--- src/hw/rtl/sqvs_pkg.sv ---
// sqvs_pkg: shared constants, types and sine/cosine rom contents for the
// sprite quad vertex setup block. No dependencies.
package sqvs_pkg;

  localparam int SINE_TABLE_ENTRIES = 1024;
  localparam int SINE_IDX_W         = $clog2(SINE_TABLE_ENTRIES);
  localparam logic [63:0] PI_HALF_Q30 = 64'd1686629713;

  localparam int REG_W = 14;
  localparam logic [REG_W-1:0] VIEWPORT_W_RST = 14'd1280;
  localparam logic [REG_W-1:0] VIEWPORT_H_RST = 14'd720;
  localparam logic [REG_W-1:0] TEXTURE_W_RST  = 14'd256;
  localparam logic [REG_W-1:0] TEXTURE_H_RST  = 14'd256;

  // configuration register indexes
  localparam logic [7:0] REG_VIEWPORT_W = 8'd0;
  localparam logic [7:0] REG_VIEWPORT_H = 8'd1;
  localparam logic [7:0] REG_TEXTURE_W  = 8'd2;
  localparam logic [7:0] REG_TEXTURE_H  = 8'd3;

  localparam int IN_DATA_W  = 208;
  localparam int OUT_DATA_W = 104;

  // divider: 40-bit biased numerator, 19-bit divisor, 18 quotient bits
  localparam int DIV_N_W = 40;
  localparam int DIV_D_W = 19;
  localparam int DIV_Q_W = 18;
  localparam int DIV_R_W = DIV_D_W + DIV_Q_W;
  localparam int DIV_LAT = DIV_Q_W + 1;

  localparam int QUEUE_DEPTH = 2;
  localparam int QPTR_W      = $clog2(QUEUE_DEPTH);
  localparam int QCNT_W      = $clog2(QUEUE_DEPTH + 1);

  localparam logic [2:0] LAST_VTX = 3'd5;

  typedef logic signed [15:0] trig_t;
  typedef trig_t sine_rom_t [SINE_TABLE_ENTRIES];

  // size registers with zero already mapped to one
  typedef struct packed {
    logic [REG_W-1:0] vp_w;
    logic [REG_W-1:0] vp_h;
    logic [REG_W-1:0] tex_w;
    logic [REG_W-1:0] tex_h;
  } cfg_t;

  typedef struct packed {
    logic signed [21:0] cx5;
    logic signed [21:0] cy5;
    logic signed [19:0] dw;
    logic signed [19:0] dh;
    trig_t              cos_v;
    trig_t              sin_v;
    logic [31:0]        color;
    logic signed [20:0] u0;
    logic signed [20:0] u1;
    logic signed [20:0] v0;
    logic signed [20:0] v1;
  } cmd_t;

  function automatic trig_t sin_of_phase(input logic [31:0] ph);
    logic [63:0]        r;
    logic [63:0]        x;
    logic [63:0]        x2;
    logic [63:0]        term;
    logic signed [63:0] sum;
    logic signed [63:0] q;
    r = {34'd0, ph[29:0]};
    if (ph[30]) r = 64'h4000_0000 - r;
    x = (r * PI_HALF_Q30) >> 30;
    x2 = (x * x) >> 30;
    term = x;
    sum = $signed(x);
    for (int k = 1; k <= 8; k++) begin
      term = ((term * x2) >> 30) / 64'((2 * k) * (2 * k + 1));
      if (k[0]) sum = sum - $signed(term);
      else sum = sum + $signed(term);
    end
    if (sum < 0) sum = 0;
    q = (sum + 64'sd32768) >>> 16;
    if (q > 64'sd16384) q = 64'sd16384;
    return ph[31] ? 16'(-q) : 16'(q);
  endfunction

  function automatic sine_rom_t build_rom(input logic cosine);
    sine_rom_t   rom;
    logic [31:0] ph;
    for (int i = 0; i < SINE_TABLE_ENTRIES; i++) begin
      ph = 32'((64'(i) << 32) / SINE_TABLE_ENTRIES);
      rom[i] = sin_of_phase(cosine ? ph + 32'h4000_0000 : ph);
    end
    return rom;
  endfunction

  localparam sine_rom_t SIN_ROM = build_rom(1'b0);
  localparam sine_rom_t COS_ROM = build_rom(1'b1);

endpackage

--- src/hw/rtl/sqvs_queue.sv ---
// sqvs_queue: short command queue between front and back parts.
// Depends on sqvs_pkg.
module sqvs_queue (
  input  logic           clk,
  input  logic           rst,
  input  logic           push,
  input  sqvs_pkg::cmd_t push_data,
  output logic           ready,
  output logic           valid,
  input  logic           pop,
  output sqvs_pkg::cmd_t head
);

  sqvs_pkg::cmd_t mem [sqvs_pkg::QUEUE_DEPTH];
  logic [sqvs_pkg::QPTR_W-1:0] wr_ptr, rd_ptr;
  logic [sqvs_pkg::QCNT_W-1:0] count;

  assign ready = count != sqvs_pkg::QCNT_W'(sqvs_pkg::QUEUE_DEPTH);
  assign valid = count != '0;
  assign head  = mem[rd_ptr];

  always_ff @(posedge clk) begin
    if (rst) begin
      wr_ptr <= '0;
      rd_ptr <= '0;
      count  <= '0;
    end else begin
      if (push) begin
        wr_ptr <= (wr_ptr == sqvs_pkg::QPTR_W'(sqvs_pkg::QUEUE_DEPTH - 1)) ?
                  '0 : wr_ptr + 1'b1;
      end
      if (pop) begin
        rd_ptr <= (rd_ptr == sqvs_pkg::QPTR_W'(sqvs_pkg::QUEUE_DEPTH - 1)) ?
                  '0 : rd_ptr + 1'b1;
      end
      if (push && !pop) count <= count + 1'b1;
      else if (pop && !push) count <= count - 1'b1;
    end
  end

  always_ff @(posedge clk) begin
    if (push) mem[wr_ptr] <= push_data;
  end

  a_no_over: assert property (@(posedge clk) disable iff (rst)
    push |-> (count != sqvs_pkg::QCNT_W'(sqvs_pkg::QUEUE_DEPTH)))
    else $error("push into full queue");

  a_no_under: assert property (@(posedge clk) disable iff (rst)
    pop |-> (count != '0))
    else $error("pop from empty queue");

endmodule

--- config.mk ---
export PLATFORM = sky130hd
export DESIGN_NAME = sqvs_queue
export DESIGN_NICKNAME = d
export VERILOG_FILES = /design/src/hw/rtl/sqvs_pkg.sv /design/src/hw/rtl/sqvs_queue.sv
export SDC_FILE = /design/constraint.sdc
export NUM_CORES = 1
export LEC_CHECK = 0
export ABC_AREA = 1
export BUFFER_PORTS_ARGS = -buffer_cell sky130_fd_sc_hd__buf_4
export CORE_AREA = 2 2 246 248
export CTS_BUF_LIST = sky130_fd_sc_hd__clkbuf_8
export DETAILED_ROUTE_END_ITERATION = 6
export DIE_AREA = 0 0 248 250
export GPL_TIMING_DRIVEN = 0
export HOLD_SLACK_MARGIN = 0.12
export PLACE_DENSITY = 0.51
export SLEW_MARGIN = 20
export SYNTH_ARGS = -nofsm -noshare
export SYNTH_HDL_FRONTEND = slang
export SYNTH_SLANG_ARGS = --single-unit
--- constraint.sdc ---
create_clock -name clk -period 15.21 [get_ports clk]
set_clock_uncertainty 0.05 [all_clocks]
set_input_delay 0.7605 -clock clk [delete_from_list [all_inputs] [get_ports clk]]
set_output_delay 0.7605 -clock clk [all_outputs]
set_load 0.01 [all_outputs]
==> metrics.yaml <==
wl_met3_um: 4550
wl_met2_um: 20500
fp.dieW_um: 248
switching_share_pct: 23.5
drive_gt1_share_pct: 61.2
drtAntennaViolNets: 0
cts_root_buf: "clkbuf_8"
path_max_fanout: 10
worstPathArrival_ns: 2.04
die_h_um: 250
wirelength_um: 41400
dieArea_um2: 62000
min_path_type: "primary input to flip-flop"
p_int_mw: 2.29
clk_latency_ns: 0.62
setup_violations: 0
ctsResizeCount: 0
syn-num-nets: 992
grt_pass1_vias: 9776
drv_slew: 0
cts_setup_buffers: 0
p_comb_share_pct: 13.8
track_usage_pct: 13.0
finalWorstSetupSlack_ns: 12.36
final_cells: 2169
pwr-share-clk_pct: 35.7
power_switching_mw: 0.706
max_stage_delay_ns: 0.32
initial_utilization_pct: 29.7
status: "finished, final reports clean"
hold_violations: 0
whs_path_depth: 1
slowest_stage: "dfxtp_1"
nets: 1561
synth_top_area_share_pct: 78.7
cts_tree: "built"
rr_worst_depth: 3
syn_avg_cell_area_um2: 23.5
fin_crit_ns: 2.85
wl_per_cell_um: 19.1
required_ns: 14.40
setup.worst_path.start_class: "flip-flop"
power.share.sequential_pct: 50.4
syn2layout_area_growth_pct: 36.0
drc: 0
power.leakage_nw: 9.45
max-slew-margin-rel_pct: 60.3
cap_viol_max_count: 0
r2r_slack_ns: 13.24
yosys.area.top_type: "edfxtp_1"
place.gp.congestion: 0.697
pre_cts_ws_ns: 12.64
synth_cell_type_count: 17
numCtsBuffers: 84
setup.worst_path.class: "flip-flop to primary output"
clkSlewWorstSetupHoldPaths_ns: 0.06
drtIter0Drc: 309
crit_buf_inv: 4
grt-ovfl-total: 0
ioPinCount: 470
antenna_found_initial: 3
wl_met1_um: 15200
io_buffers: 469
ys_ff_latch: 469
rsz0062_at_grt: "no"
synth_cells: 755
dr.pass1.iters: 4
powerDensity_nw_per_um2: 125
grt_start_max_net_pins: 84
ir_worst_vdd_uv: 70.0
hpwl_um: 28900
crit_chain: "buf_6 > buf_6 > buf_6 > mux2_4 > buf_4"
fmax_mhz: 350
dp_cells: 2020
cp-end-kind: "primary output"
synthTopCellsByArea: "edfxtp_1 79%, mux2_4 15%, mux2_2 3.3%"
cts.sinks: 469
cp_top_family: "buffers and inverters"
routed.top_layer: "met5"
viasPerCell: 4.15
vias: 9011
tightestPinTransition_ns: 0.596
total_power_mw: 3.00
clock_path_buffers: 3
cts_max_level: 3
core.rowCount: 90
grt_pass1_wl_um: 59700
core_um2: 59600
postCtsHoldBufs: 0
post-route-period-util_pct: 18.8
cp.depth: 5
crit_top_cell: "buf_6"
antenna_cells: 0
whs_ns: 0.248
yosysWarnings: 0
yosysSeqAreaShare_pct: 79.2
setup_tns_ns: 0
syn_area_um2: 17700
cell families after synthesis:
group	synth area share (%)
AO/OA/AOI/OAI	0.0565
XOR/XNOR	0.0495
adder cells (fa/ha/maj)	0.0706
buffers and inverters	1.69
flip-flops	79.2
multiplexers	18.6
AND/OR/NAND/NOR	0.346
cell usage in the layout (no fill, tap or decap), types with 2 or more instances in the layout:
cell type and instances:
nor2_1 4, nand2_1 7, dfxtp_1 5, mux2_2 52, edfxtp_1 464, buf_4 469
buf_2 5, inv_6 2, mux2_4 180, clkinv_1 21, clkinvlp_4 3, buf_16 9
bufinv_16 2, buf_6 20, clkinv_2 12, inv_1 30, buf_12 5, clkbuf_8 87
state kept, by name, summed over array words and instances (netlist names), named ones only:
signal,cells
mem,464
count,2
wr_ptr,1
rd_ptr,1
per-layer routing:
| metal | global-route usage, % | vias up |
|---|---|---|
| met2 | 21.7 | 336 |
| met4 | 5.44 | 6 |
| met5 | 0 | - |
| li1 | - | 4157 |
| met3 | 6.36 | 79 |
| met1 | 14.0 | 4433 |
power by group through the flow:
| stage | clock network (mW) | logic (mW) | registers, mW |
|---|---|---|---|
| after floorplan | 0 | 0.206 | 1.56 |
| after global placement | 0 | 0.407 | 1.57 |
| after detailed placement | 0 | 0.425 | 1.54 |
| after CTS | 1.13 | 0.427 | 1.51 |
| after global routing | 1.18 | 0.445 | 1.52 |
| final | 1.07 | 0.415 | 1.51 |
synth_stat cells, drive strengths merged:
master / count
ha: 1
nand3: 1
o21ai: 1
nand2: 7
nand4: 1
inv: 9
mux2: 232
a21oi: 1
edfxtp: 464
xnor2: 1
dfxtp: 5
nor2: 5
buf: 26
nor3: 1
area by class of cell:
type | count | area (µm²)
Buffer | 26 | 265
Clock inverter | 62 | 322
Tap cell | 782 | 978
Multi-Input combinational cell | 251 | 3390
Timing Repair Buffer | 483 | 3870
Clock buffer | 87 | 1200
Inverter | 9 | 41.3
Fill cell | 5462 | 35500
Sequential cell | 469 | 14000
metrics by stage:
| stage | util [%] | instance area (µm²) |
|---|---|---|
| floorplan | - | 17700 |
| global placement | 37.3 | 22200 |
| detailed placement | 37.9 | 22600 |
| CTS | 40.4 | 24100 |
| global route | 40.4 | 24100 |
| finish | 40.4 | 24100 |
path summary, 6_finish.rpt:
path                  startpoint               endpoint
min reg2reg  rd_ptr$_SDFFE_PP0P_    rd_ptr$_SDFFE_PP0P_
max reg2reg  wr_ptr$_SDFFE_PP0P_   mem[1][97]$_DFFE_PP_
min               push_data[223]  mem[0][223]$_DFFE_PP_
max                    flip-flop              head[136]
(Power assumes the default switching activity.)
